--- src/hdl/dq_pkg.sv ---
`timescale 1ns / 1ps
// Package for the double-ended queue: item types and command and status codes.
// Has no dependencies; every other file of the block but dq_ring_mem uses it by scoped names.
package dq_pkg;

    // Command codes of an input item. Codes above CMD_STATUS act as status queries.
    localparam logic [2:0] CMD_PUSH_FRONT = 3'd0;
    localparam logic [2:0] CMD_PUSH_REAR  = 3'd1;
    localparam logic [2:0] CMD_POP_FRONT  = 3'd2;
    localparam logic [2:0] CMD_POP_REAR   = 3'd3;
    localparam logic [2:0] CMD_STATUS     = 3'd4;

    // Status codes of a result item.
    localparam logic [1:0] STS_DONE  = 2'd0;
    localparam logic [1:0] STS_EMPTY = 2'd1;
    localparam logic [1:0] STS_FULL  = 2'd2;

    // One input item.
    typedef struct packed {
        logic [2:0]  command;
        logic [31:0] data_in;
    } t_in_item;

    // One result item.
    typedef struct packed {
        logic [1:0]  status;
        logic [31:0] data_out;
        logic [4:0]  old_count;
        logic [4:0]  new_count;
        logic [31:0] front_word;
        logic [31:0] rear_word;
        logic        is_empty;
        logic        is_full;
    } t_out_item;

endpackage

--- src/hdl/double_ended_queue.sv ---
`timescale 1ns / 1ps
// Double-ended queue of DEPTH words with a two-entry result queue at the output.
// Uses dq_pkg, dq_engine and dq_ring_mem.
//
// Usage:
//   Input channel: i_in_valid, i_in_item (command and word), o_in_stall.
//   Output channel: o_out_valid, o_out_item, i_out_stall. One result per item.
//   Push, status and failing commands, and pops that leave at most one entry,
//   finish at once: the result is visible the cycle after the item is taken.
//   A pop that leaves two or more entries also passes through the S_FILL state,
//   because the new front or rear word is read from the registered ring read port.
//   Sustained rate is one item per cycle while the receiver does not stall;
//   during such a pop o_in_stall is high and no new item is taken.
//   Reset (synchronous, active low) empties the queue and drops any results
//   still waiting; ring contents are not cleared, only overwritten by pushes.
//   When the receiver stalls, up to two results are held; once both slots are
//   taken, o_in_stall rises until a result leaves.
module double_ended_queue #(
    parameter int DEPTH      = 16,
    parameter int DATA_WIDTH = 32
) (
    input  logic              i_clk,
    input  logic              i_rst_n,
    input  logic              i_in_valid,
    input  dq_pkg::t_in_item  i_in_item,
    output logic              o_in_stall,
    output logic              o_out_valid,
    output dq_pkg::t_out_item o_out_item,
    input  logic              i_out_stall
);

    localparam int AW = $clog2(DEPTH);

    logic                  eng_ready;
    logic                  accept;
    logic                  res_valid;
    dq_pkg::t_out_item     res;
    logic                  wr_en;
    logic [AW-1:0]         wr_addr;
    logic [DATA_WIDTH-1:0] wr_data;
    logic                  rd_en;
    logic [AW-1:0]         rd_addr;
    logic [DATA_WIDTH-1:0] rd_data;

    dq_pkg::t_out_item     r_q0, n_q0;
    dq_pkg::t_out_item     r_q1, n_q1;
    logic [1:0]            r_qcnt, n_qcnt;
    logic                  q_pop;
    logic                  room;

    dq_engine #(
        .DEPTH      (DEPTH),
        .DATA_WIDTH (DATA_WIDTH)
    ) u_engine (
        .i_clk       (i_clk),
        .i_rst_n     (i_rst_n),
        .i_accept    (accept),
        .i_item      (i_in_item),
        .o_ready     (eng_ready),
        .o_res_valid (res_valid),
        .o_res       (res),
        .o_wr_en     (wr_en),
        .o_wr_addr   (wr_addr),
        .o_wr_data   (wr_data),
        .o_rd_en     (rd_en),
        .o_rd_addr   (rd_addr),
        .i_rd_data   (rd_data)
    );

    dq_ring_mem #(
        .DEPTH      (DEPTH),
        .DATA_WIDTH (DATA_WIDTH)
    ) u_ring_mem (
        .i_clk     (i_clk),
        .i_wr_en   (wr_en),
        .i_wr_addr (wr_addr),
        .i_wr_data (wr_data),
        .i_rd_en   (rd_en),
        .i_rd_addr (rd_addr),
        .o_rd_data (rd_data)
    );

    // Input handshake: take an item when the engine is free and its result has a slot.
    assign q_pop       = (r_qcnt != 2'd0) && !i_out_stall;
    assign room        = (r_qcnt != 2'd2) || q_pop;
    assign o_in_stall  = !(eng_ready && room);
    assign accept      = i_in_valid && eng_ready && room;
    assign o_out_valid = (r_qcnt != 2'd0);
    assign o_out_item  = r_q0;

    // Two-entry result queue.
    always_comb begin
        n_q0   = r_q0;
        n_q1   = r_q1;
        n_qcnt = r_qcnt;
        if (q_pop) begin
            n_q0   = r_q1;
            n_qcnt = n_qcnt - 2'd1;
        end
        if (res_valid) begin
            if (n_qcnt == 2'd0) begin
                n_q0 = res;
            end else begin
                n_q1 = res;
            end
            n_qcnt = n_qcnt + 2'd1;
        end
    end

    always_ff @(posedge i_clk) begin
        if (!i_rst_n) begin
            r_qcnt <= 2'd0;
        end else begin
            r_qcnt <= n_qcnt;
        end
    end

    always_ff @(posedge i_clk) begin
        r_q0 <= n_q0;
        r_q1 <= n_q1;
    end

`ifndef SYNTHESIS
    a_qcnt_bound: assert property (@(posedge i_clk) disable iff (!i_rst_n)
        r_qcnt != 2'd3)
        else $error("result queue count out of range");

    a_res_room: assert property (@(posedge i_clk) disable iff (!i_rst_n)
        res_valid |-> (r_qcnt != 2'd2 || q_pop))
        else $error("result produced with no free slot");

    a_res_shown: assert property (@(posedge i_clk) disable iff (!i_rst_n)
        res_valid |=> o_out_valid)
        else $error("result not presented after completion");
`endif

endmodule

--- src/hdl/dq_ring_mem.sv ---
`timescale 1ns / 1ps
// Ring storage of the double-ended queue: one write port and one read port
// with registered read data. Depends on nothing else.
module dq_ring_mem #(
    parameter int DEPTH      = 16,
    parameter int DATA_WIDTH = 32,
    localparam int AW        = $clog2(DEPTH)
) (
    input  logic                  i_clk,
    input  logic                  i_wr_en,
    input  logic [AW-1:0]         i_wr_addr,
    input  logic [DATA_WIDTH-1:0] i_wr_data,
    input  logic                  i_rd_en,
    input  logic [AW-1:0]         i_rd_addr,
    output logic [DATA_WIDTH-1:0] o_rd_data
);

    logic [DATA_WIDTH-1:0] r_mem [DEPTH];
    logic [DATA_WIDTH-1:0] r_rd_data;

    // Write port.
    always_ff @(posedge i_clk) begin
        if (i_wr_en) begin
            r_mem[i_wr_addr] <= i_wr_data;
        end
    end

    // Read port, with registered read data.
    always_ff @(posedge i_clk) begin
        if (i_rd_en) begin
            r_rd_data <= r_mem[i_rd_addr];
        end
    end

    assign o_rd_data = r_rd_data;

endmodule

--- src/hdl/dq_engine.sv ---
`timescale 1ns / 1ps
// Command engine of the double-ended queue: head index, count, cached end words
// and the read-modify sequencing of the ring memory. Uses dq_pkg.
module dq_engine #(
    parameter int DEPTH      = 16,
    parameter int DATA_WIDTH = 32,
    localparam int AW        = $clog2(DEPTH),
    localparam int CW        = $clog2(DEPTH + 1)
) (
    input  logic                  i_clk,
    input  logic                  i_rst_n,
    input  logic                  i_accept,
    input  dq_pkg::t_in_item      i_item,
    output logic                  o_ready,
    output logic                  o_res_valid,
    output dq_pkg::t_out_item     o_res,
    output logic                  o_wr_en,
    output logic [AW-1:0]         o_wr_addr,
    output logic [DATA_WIDTH-1:0] o_wr_data,
    output logic                  o_rd_en,
    output logic [AW-1:0]         o_rd_addr,
    input  logic [DATA_WIDTH-1:0] i_rd_data
);

    typedef enum logic [1:0] {
        S_IDLE = 2'b01,
        S_FILL = 2'b10
    } t_eng_state;

    t_eng_state            r_state, n_state;
    logic [AW-1:0]         r_head, n_head;
    logic [CW-1:0]         r_count, n_count;
    logic [DATA_WIDTH-1:0] r_front, n_front;
    logic [DATA_WIDTH-1:0] r_rear, n_rear;
    logic [DATA_WIDTH-1:0] r_removed, n_removed;
    logic [CW-1:0]         r_old_count, n_old_count;
    logic                  r_fix_front, n_fix_front;

    logic [2:0]            cmd;
    logic [DATA_WIDTH-1:0] word;
    logic                  full;
    logic                  empty;
    logic [AW-1:0]         head_dec;
    logic [AW-1:0]         head_inc;
    logic [AW:0]           sum_rear;
    logic [AW:0]           sum_prev;
    logic [AW-1:0]         wr_rear_pos;
    logic [AW-1:0]         rd_rear_pos;
    logic [1:0]            res_status;
    logic [DATA_WIDTH-1:0] res_removed;

    // Decoded command and ring positions around the held region.
    assign cmd      = i_item.command;
    assign word     = DATA_WIDTH'(i_item.data_in);
    assign full     = (r_count == CW'(DEPTH));
    assign empty    = (r_count == '0);
    assign head_dec = (r_head == '0) ? AW'(DEPTH - 1) : r_head - AW'(1);
    assign head_inc = (r_head == AW'(DEPTH - 1)) ? '0 : r_head + AW'(1);
    assign sum_rear = {1'b0, r_head} + (AW + 1)'(r_count);
    assign sum_prev = sum_rear - (AW + 1)'(2);
    assign wr_rear_pos = (sum_rear >= (AW + 1)'(DEPTH)) ?
                         AW'(sum_rear - (AW + 1)'(DEPTH)) : AW'(sum_rear);
    assign rd_rear_pos = (sum_prev >= (AW + 1)'(DEPTH)) ?
                         AW'(sum_prev - (AW + 1)'(DEPTH)) : AW'(sum_prev);

    // Command sequencing. A pop that leaves two or more entries reads the new
    // end word from the ring and finishes in the following cycle, in S_FILL.
    always_comb begin
        n_state     = r_state;
        n_head      = r_head;
        n_count     = r_count;
        n_front     = r_front;
        n_rear      = r_rear;
        n_removed   = r_removed;
        n_old_count = r_old_count;
        n_fix_front = r_fix_front;
        o_wr_en     = 1'b0;
        o_wr_addr   = wr_rear_pos;
        o_wr_data   = word;
        o_rd_en     = 1'b0;
        o_rd_addr   = head_inc;
        o_res_valid = 1'b0;
        res_status  = dq_pkg::STS_DONE;
        res_removed = '0;
        case (r_state)
            S_IDLE: begin
                if (i_accept) begin
                    n_old_count = r_count;
                    o_res_valid = 1'b1;
                    case (cmd)
                        dq_pkg::CMD_PUSH_FRONT, dq_pkg::CMD_PUSH_REAR: begin
                            if (full) begin
                                res_status = dq_pkg::STS_FULL;
                            end else begin
                                o_wr_en = 1'b1;
                                n_count = r_count + CW'(1);
                                if (cmd == dq_pkg::CMD_PUSH_FRONT) begin
                                    o_wr_addr = head_dec;
                                    n_head    = head_dec;
                                    n_front   = word;
                                    if (empty) begin
                                        n_rear = word;
                                    end
                                end else begin
                                    n_rear = word;
                                    if (empty) begin
                                        n_front = word;
                                    end
                                end
                            end
                        end
                        dq_pkg::CMD_POP_FRONT, dq_pkg::CMD_POP_REAR: begin
                            if (empty) begin
                                res_status = dq_pkg::STS_EMPTY;
                            end else begin
                                n_count = r_count - CW'(1);
                                if (cmd == dq_pkg::CMD_POP_FRONT) begin
                                    res_removed = r_front;
                                    n_head      = head_inc;
                                    if (r_count == CW'(2)) begin
                                        n_front = r_rear;
                                    end else if (r_count > CW'(2)) begin
                                        o_rd_en     = 1'b1;
                                        o_rd_addr   = head_inc;
                                        n_fix_front = 1'b1;
                                        n_removed   = r_front;
                                        n_state     = S_FILL;
                                        o_res_valid = 1'b0;
                                    end
                                end else begin
                                    res_removed = r_rear;
                                    if (r_count == CW'(2)) begin
                                        n_rear = r_front;
                                    end else if (r_count > CW'(2)) begin
                                        o_rd_en     = 1'b1;
                                        o_rd_addr   = rd_rear_pos;
                                        n_fix_front = 1'b0;
                                        n_removed   = r_rear;
                                        n_state     = S_FILL;
                                        o_res_valid = 1'b0;
                                    end
                                end
                            end
                        end
                        default: begin
                        end
                    endcase
                end
            end
            S_FILL: begin
                o_res_valid = 1'b1;
                res_removed = r_removed;
                n_state     = S_IDLE;
                if (r_fix_front) begin
                    n_front = i_rd_data;
                end else begin
                    n_rear = i_rd_data;
                end
            end
            default: begin
                n_state = S_IDLE;
            end
        endcase
    end

    // Result item built from the state after the command.
    always_comb begin
        o_res.status     = res_status;
        o_res.data_out   = 32'(res_removed);
        o_res.old_count  = 5'(n_old_count);
        o_res.new_count  = 5'(n_count);
        o_res.front_word = (n_count != '0) ? 32'(n_front) : '0;
        o_res.rear_word  = (n_count != '0) ? 32'(n_rear) : '0;
        o_res.is_empty   = (n_count == '0);
        o_res.is_full    = (n_count == CW'(DEPTH));
    end

    assign o_ready = (r_state == S_IDLE);

    // Control state.
    always_ff @(posedge i_clk) begin
        if (!i_rst_n) begin
            r_state <= S_IDLE;
            r_head  <= '0;
            r_count <= '0;
        end else begin
            r_state <= n_state;
            r_head  <= n_head;
            r_count <= n_count;
        end
    end

    // Cached end words and the pending pop.
    always_ff @(posedge i_clk) begin
        r_front     <= n_front;
        r_rear      <= n_rear;
        r_removed   <= n_removed;
        r_old_count <= n_old_count;
        r_fix_front <= n_fix_front;
    end

`ifndef SYNTHESIS
    a_count_bound: assert property (@(posedge i_clk) disable iff (!i_rst_n)
        r_count <= CW'(DEPTH))
        else $error("entry count above depth");

    a_fill_one_cycle: assert property (@(posedge i_clk) disable iff (!i_rst_n)
        r_state == S_FILL |=> r_state == S_IDLE)
        else $error("memory fill took more than one cycle");

    a_accept_idle: assert property (@(posedge i_clk) disable iff (!i_rst_n)
        i_accept |-> r_state == S_IDLE)
        else $error("item accepted while a pop is completing");

    a_no_rd_wr: assert property (@(posedge i_clk) disable iff (!i_rst_n)
        o_wr_en |-> !o_rd_en)
        else $error("ring read and write issued together");
`endif

endmodule

--- config.mk ---
export PLATFORM = sky130hd
export DESIGN_NAME = double_ended_queue
export DESIGN_NICKNAME = d
export VERILOG_FILES = /design/src/hdl/dq_pkg.sv /design/src/hdl/double_ended_queue.sv /design/src/hdl/dq_ring_mem.sv /design/src/hdl/dq_engine.sv
export SDC_FILE = /design/constraint.sdc
export NUM_CORES = 1
export LEC_CHECK = 0
export ABC_AREA = 1
export BUFFER_PORTS_ARGS = -buffer_cell sky130_fd_sc_hd__clkbuf_2
export CAP_MARGIN = 20
export CORE_MARGIN = 5
export CORE_UTILIZATION = 35
export CTS_CLUSTER_SIZE = 30
export DETAILED_ROUTE_END_ITERATION = 7
export HOLD_SLACK_MARGIN = 0.08
export PLACE_DENSITY_LB_ADDON = 0.08
export SLEW_MARGIN = 20
export SYNTH_ARGS = -nofsm -noshare
export SYNTH_HDL_FRONTEND = slang
export SYNTH_SLANG_ARGS = --single-unit
--- constraint.sdc ---
create_clock -name i_clk -period 10.35 [get_ports i_clk]
set_clock_uncertainty 0.05 [all_clocks]
set_input_delay 2.07 -clock i_clk [delete_from_list [all_inputs] [get_ports i_clk]]
set_output_delay 2.07 -clock i_clk [all_outputs]
set_load 0.01 [all_outputs]
# After elaboration in Yosys (flattened, before gate mapping)
# Memory sizes are Yosys's and may differ from the RTL's. A register that Yosys moved wholly into a read port is not among the register bits.
# Index checks and enable logic that the tools add are counted.
word_totals:
  regBits: 335
  mem_bits_rw: 512
  inputBits: 39
  out_inout_bits: 112
  wordCells: 171
  memories: 1
mem_list:
  columns: ["memory", "depth", "width", "rd", "rd_ports_with_merged_regs", "write_ports", "line", "source"]
  rows:
  - ["u_ring_mem.r_mem", 16, 32, 1, 1, 1, "dq_ring_mem.sv:18", "logic [DATA_WIDTH-1:0] r_mem [DEPTH];"]
op_classes:
  add_sub_neg: 10
  magnitude_cmp: 3
  eq_ne: 14
  mux: 93
  bitwise: 3
  reduce_logical: 22
op_table:
  columns: ["operator", "n"]
  rows:
  - ["$mux W32", 27]
  - ["$mux W110", 3]
  - ["$pmux W32 S2", 5]
  - ["$mux W4", 20]
  - ["$mux W5", 6]
  - ["$mux W1", 23]
  - ["$sub A4 B1 Y4 const B", 3]
  - ["$eq A5 B5 Y1 const B", 2]
  - ["$ge A5 B5 Y1 const B", 2]
  - ["$logic_not A5 Y1", 2]
  - ["$mux W2", 5]
  - ["$pmux W5 S2", 1]
  - ["$pmux W4 S2", 1]
  - ["$reduce_and A7 Y1", 1]
  - ["$eq A3 B2 Y1 const B", 2]
  - ["$ne A2 B2 Y1 const B", 3]
  - ["$reduce_and A6 Y1", 1]
  - ["$add A4 B5 Y5", 1]
  - ["$add A5 B1 Y5 const B", 1]
  - ["$eq A5 B2 Y1 const B", 1]
  - ["$gt A5 B2 Y1 const B", 1]
  - ["$reduce_and A5 Y1", 1]
  - ["$reduce_bool A5 Y1", 1]
  - ["$sub A5 B1 Y5 const B", 1]
  - ["other kinds (21)", 31]

# Depth between registers and ports, before layout
logic_depth:
  word_depth: 11
  ltp_mapped: 16
  ltp_nobuf: 15

# By module
# Synthesis repeated with hierarchy kept, for this count alone.
hier_totals:
  cells_unflattened: 4666
  hier_area_um2: 41183.2
modules_own_cells:
  columns: ["module", "instances", "cells_each", "area_per_inst_um2", "seq_area_each_um2"]
  rows:
  - ["dq_ring_mem", 1, 2121, 23058.4, 16335.7]
  - ["dq_engine", 1, 1800, 10166.0, 2592.5]
  - ["double_ended_queue", 1, 745, 7958.9, 5545.3]

# Least setup slack after synthesis
# No wires, ideal clock.
synth_path:
  path_kind: "input to register"
  start: "in i_out_stall"
  end: "reg r_q1[0] (netlist bit), enable pin"
  setup_ns: 0.580
  t_arrival_ns: 7.523
  required_time_ns: 9.720
  setup_slack_ns: 2.197
  path_stages: 8
  n_path_buf: 1
  path_cell_list: "inv_1 > nand2_2 > clkbuf_1 > nand2_1 > o21ai_0 > inv_1 > ha_1 > nor2_1"
synth_via:
  elab_chain_len: 7
  word_cells_on_any_way: 10
  cone_classes: "3 x mux; 1 x bitwise; 6 x reduce/logical"
synth_lines:
  columns: ["element", "line", "source"]
  rows:
  - ["start: declaration", "double_ended_queue.sv:29", "input logic i_out_stall"]
  - ["$logic_not A1 Y1 *", "double_ended_queue.sv:84", "assign q_pop = (r_qcnt != 2'd0) && !i_out_stall;"]
  - ["$logic_and A1 B1 Y1 *", "double_ended_queue.sv:84", null]
  - ["$logic_or A1 B1 Y1", "double_ended_queue.sv:85", "assign room = (r_qcnt != 2'd2) || q_pop;"]
  - ["$logic_and A1 B1 Y1", "double_ended_queue.sv:87", "assign accept = i_in_valid && eng_ready && room;"]
  - ["$mux W1", "dq_engine.sv:87", "if (i_accept) begin"]
  - ["$pmux W1 S2", "dq_engine.sv:85", "case (r_state)"]
  - ["$reduce_and A2 Y1 (no source line) *", null, null]
  - ["end signal: assignment", "double_ended_queue.sv:120", "r_q1 <= n_q1;"]
  - ["end: declaration", "double_ended_queue.sv:46", "dq_pkg::t_out_item r_q1, n_q1;"]
# Every way passes the cells marked *; elsewhere a longest branch is shown, timed or not.
# A chain may end at the register's enable or synchronous reset.

# Final worst setup path
layout_path:
  start: "in i_out_stall"
  end: "reg u_ring_mem.r_rd_data[19], in the netlist u_ring_mem.o_rd_data[19] (read register of u_ring_mem.r_mem) (data pin)"
layout_via:
  elab_chain_len: 6
  word_cells_on_any_way: 8
  cone_classes: "4 x mux; 4 x reduce/logical"
layout_lines:
  columns: ["element", "line", "source"]
  rows:
  - ["$logic_not A1 Y1 *", "double_ended_queue.sv:84", null]
  - ["$logic_and A1 B1 Y1 *", "double_ended_queue.sv:84", null]
  - ["$logic_or A1 B1 Y1 *", "double_ended_queue.sv:85", null]
  - ["$logic_and A1 B1 Y1 *", "double_ended_queue.sv:87", null]
  - ["$mux W4 or $mux W1 (tied branches)", "dq_engine.sv:87", null]
  - ["$mux W4 or $mux W1 (tied branches)", "dq_engine.sv:85", null]
  - ["end: declaration", "dq_ring_mem.sv:19", "logic [DATA_WIDTH-1:0] r_rd_data;"]
# Marks and branches as above.

==> impl_metrics.tcl <==
set metrics [dict create \
    initial_core_util_pct 35.3 \
    synthDistinctLibCells 35 \
    hold_buffers 0 \
    grt_setup_unrepaired "no" \
    final.period_utilization_pct 54.6 \
    worst_setup_path_start_kind "input port" \
    final_cell_area_mm2 0.0473 \
    finalSetupViolCount 0 \
    die-width_um 356 \
    cts-root-to-sink-buffers 3 \
    clk_latency_ns 0.69 \
    drt_iter0_markers 2858 \
    cell_internal_pwr_mw 7.62 \
    numCtsBuffers 101 \
    synth_cells 4812 \
    wirelength_um 134000 \
    pin_count_of_the_biggest_net_entering_global_routing 154 \
    synth.cell_area_mm2 0.0418 \
    finish.net_count 4879 \
    master_cell_of_the_clock_root_buffer "clkbuf_16" \
    crit_path_top_delay_cell "nand2_4" \
    hold-path-endpoint "o_out_item[72]" \
    family_of_cells_with_the_greatest_summed_delay_on_the_critical_path "simple AND/OR/NAND/NOR gates" \
    setup_tns_ns 0 \
    clock_tree.htree_level_count 3 \
    critPathBufInv 4 \
    io_pins 151 \
    detail_route.vias_per_cell 4.97 \
    drive_gt1_share_pct 8.28 \
    maxClockFrequency_ghz 0.177 \
    track_usage_pct 20.7 \
    critical_path.max_fanout 92 \
    cp_data_required_time_ns 10.73 \
    die_area_mm2 0.127 \
    timing.critical_path.slowest_cell_delay_ns 0.98 \
    grt_first_pass_wirelength_um 201000 \
    cts_resized 0 \
    rows 126 \
    clkTransAtPathRegs_ns 0.06 \
    synth-seq-cells 879 \
    met1_use_gr_pct 30.2 \
    grtUsageMet3_pct 3.44 \
    critical_path_class "in -> reg" \
    worstReg2RegEnd "u_ring_mem.o_rd_data[19]" \
    arrival_ns 6.03 \
    die-height_um 356 \
    worst_ir_drop_vdd_mv 0.221 \
    grt_most_used_layer "met2" \
    worst_hold_startpoint "o_out_item[72]" \
    areaGrowthSynthToFinish_pct 13.0 \
    combinationalPowerShare_pct 30.7 \
    core_region_area_mm2 0.118 \
    final_critical_delay_including_setup_and_external_delays_ns 5.65 \
    hold-path-cell-count 2 \
    placed_area_mm2 0.0441 \
    power.sequential.fraction_pct 40.4 \
    synth_edf_count 687 \
    synth-async-reset-ratio_pct 0 \
    vias_in_the_first_global_route 30400 \
    hold_path_class "reg -> reg" \
    syn_avg_cell_area_um2 8.69 \
    num_vias 32300 \
    final_antenna_violating_net_count 0 \
    reg2regPathDepth 14 \
    path_cells "clkbuf_2, inv_1, nand2_4, a21oi_2, nand2_1, inv_2, nand3_4, nand2_4, buf_12, nand2_1, nand3_1, nand3_1, nand3_1, nand2_1" \
    powerDensity_mw_per_mm2 252 \
    routedWlPerCell_um 20.6 \
    globalRoute.totalOverflow 0 \
    hold_viol 0 \
    synth_warnings 0 \
    clock_tree_from_tritoncts "yes" \
    slew_margin_rel_pct 26.6 \
    timing.critical_path.to_type "register" \
    grt.met2_usage_pct 32.5 \
    timing.max_cap.violations 0 \
    postCtsSetupBuffers 0 \
    place_hpwl_um 72300 \
    transition_time_of_the_tightest_slew_check_pin_ns 1.10 \
    p_sw_share_pct 36.1 \
    finalMaxSlewViolations 0 \
    rr_startpoint "u_engine.r_state[1]" \
    initial_antenna_violation_count 8 \
    worst-r2r-setup-slack_ns 5.54 \
    detail_route.first_pass.iterations 5 \
    seq_area_frac_synth_pct 58.5 \
    mappedNetlistNets 4868 \
    numPortBuffers 150 \
    postSynth.topFlopCell "edfxtp_1" \
    remaining_drc_errors 0 \
    clock_sink_count 879 \
    p_leak_nw 20.8 \
    total_switching_power_mw 4.30 \
    run_status "finished clean" \
    gp_routability_congestion 0.776 \
    share_clk_of_total_power_pct 28.9 \
]
worst max path at each step:
stage / slack (ns) / to / cells after the start / start
after global placement: 4.06 / u_ring_mem.o_rd_data[20] / 13 / i_out_stall
after floorplan: 2.20 / r_q1[0] / 8 / i_out_stall
after global routing: 4.35 / u_ring_mem.o_rd_data[19] / 14 / i_out_stall
after CTS: 4.77 / u_ring_mem.o_rd_data[10] / 14 / i_out_stall
after detailed placement: 4.04 / u_ring_mem.o_rd_data[10] / 14 / i_out_stall
final: 4.70 / u_ring_mem.o_rd_data[19] / 14 / i_out_stall
kinds of logic after synthesis:
logic type                 synth area share (%)
buffers and inverters                      10.2
and+or+nand+nor                            25.0
AOI/OAI and AO/OA                          5.60
adders and majority gates                 0.526
DFF                                        58.5
xor gates and xnor gates                  0.188
muxes                                    0.0479
worst reg2reg max path, stage by stage (launching register included):
cell and delay, ns:
dfxtp_1 0.34, inv_1 0.08, ha_1 0.30, nand2_1 0.13, a21oi_2 0.49, nand2_1 0.42
inv_2 0.20, nand3_4 0.49, nand2_4 0.98, buf_12 0.49, nand2_1 0.18, nand3_1 0.09
nand3_1 0.12, nand3_1 0.13, nand2_1 0.07
power by group through the flow:
| stage | clock network (mW) | registers, mW | logic, mW |
|---|---|---|---|
| 4_1_cts | 3.55 | 4.82 | 3.71 |
| 3_5_place_dp | 0 | 4.89 | 3.69 |
| 2_1_floorplan | 0 | 4.94 | 2.37 |
| 5_1_grt | 3.69 | 4.87 | 4.13 |
| 6_report | 3.45 | 4.81 | 3.66 |
| 3_3_place_gp | 0 | 4.88 | 3.65 |
synthesized netlist by cell type, types with 2 or more instances:
master,n,share of area [%]
a21oi_1,140,1.7
o211ai_1,4,0.072
nor2_4,2,0.054
inv_1,786,7.1
a21boi_1,61,1.1
ha_1,16,0.48
nand3_1,1015,12
o21bai_1,3,0.054
a22oi_1,32,0.57
clkbuf_1,167,1.5
buf_4,7,0.13
edfxtp_1,687,49
nand3_2,4,0.096
buf_1,33,0.30
a31oi_1,13,0.19
xor2_1,6,0.13
a21boi_0,3,0.054
mux2i_1,2,0.048
xnor2_1,3,0.063
buf_2,94,1.1
a211oi_1,3,0.054
nor3_1,5,0.060
o21ai_0,148,1.8
nor2_2,3,0.045
inv_2,8,0.072
nor2_1,79,0.71
dfxtp_1,192,9.2
nand2_2,4,0.060
o21ai_1,3,0.036
nand4_1,35,0.52
nand2_1,1250,11
state kept, by name, summed over array words and instances, names as in the netlist, 4 cells and up:
register,count
u_engine.r_front,32
r_q1,110
u_ring_mem.o_rd_data,32
u_engine.r_removed,32
u_ring_mem.r_mem,512
u_engine.r_count,5
u_engine.r_rear,32
u_engine.r_old_count,5
u_engine.r_head,4
o_out_item,110
through the flow:
stage	util [%]	hold WS (ns)	power, mW	worst slack, ns	std cells
2_1_floorplan	-	0.405	7.31	2.20	4812
3_3_place_gp	37.2	0.424	8.53	4.06	6320
3_5_place_dp	37.2	0.427	8.57	4.04	6320
4_1_cts	39.9	0.440	12.1	4.77	6503
5_1_grt	39.9	0.461	12.7	4.35	6503
6_report	39.9	0.435	11.9	4.70	6505
final cells by class:
| cell class | count | area [µm²] |
|---|---|---|
| Fill cell | 12000 | 71100 |
| Sequential cell | 879 | 24500 |
| Multi-Input combinational cell | 2838 | 13400 |
| Inverter | 794 | 2980 |
| Clock buffer | 137 | 2710 |
| Tap cell | 1600 | 2000 |
| Timing Repair Buffer | 209 | 1260 |
| Clock inverter | 46 | 444 |
| Antenna cell | 2 | 5.00 |
metal layers:
layer	vias to the layer above	wire length (µm)
met1	15400	63900
met4	8	2270
met3	163	8310
met2	909	59400
li1	15800	-
met5	-	55
cells in the final DEF, fill, tap and decap left out, types with 4 or more instances in the layout:
master,n
nor2_4,20
o21ai_0,147
nor2_2,4
a31oi_1,13
a21oi_1,140
bufinv_16,4
xor2_1,6
buf_4,54
nand3_2,4
clkinv_1,16
clkbuf_8,5
nand3_1,1013
nand2_4,4
nand2_2,7
a21boi_1,61
nor3_1,4
ha_1,15
nand4_1,35
a22oi_1,32
edfxtp_1,687
clkinv_2,15
nand2_1,1243
buf_12,5
inv_1,784
clkbuf_16,101
dfxtp_1,192
nor2_1,60
o211ai_1,4
inv_2,9
clkbuf_1,31
clkbuf_2,150
o21ai_4,4
Power figures use the tool's default switching activity.
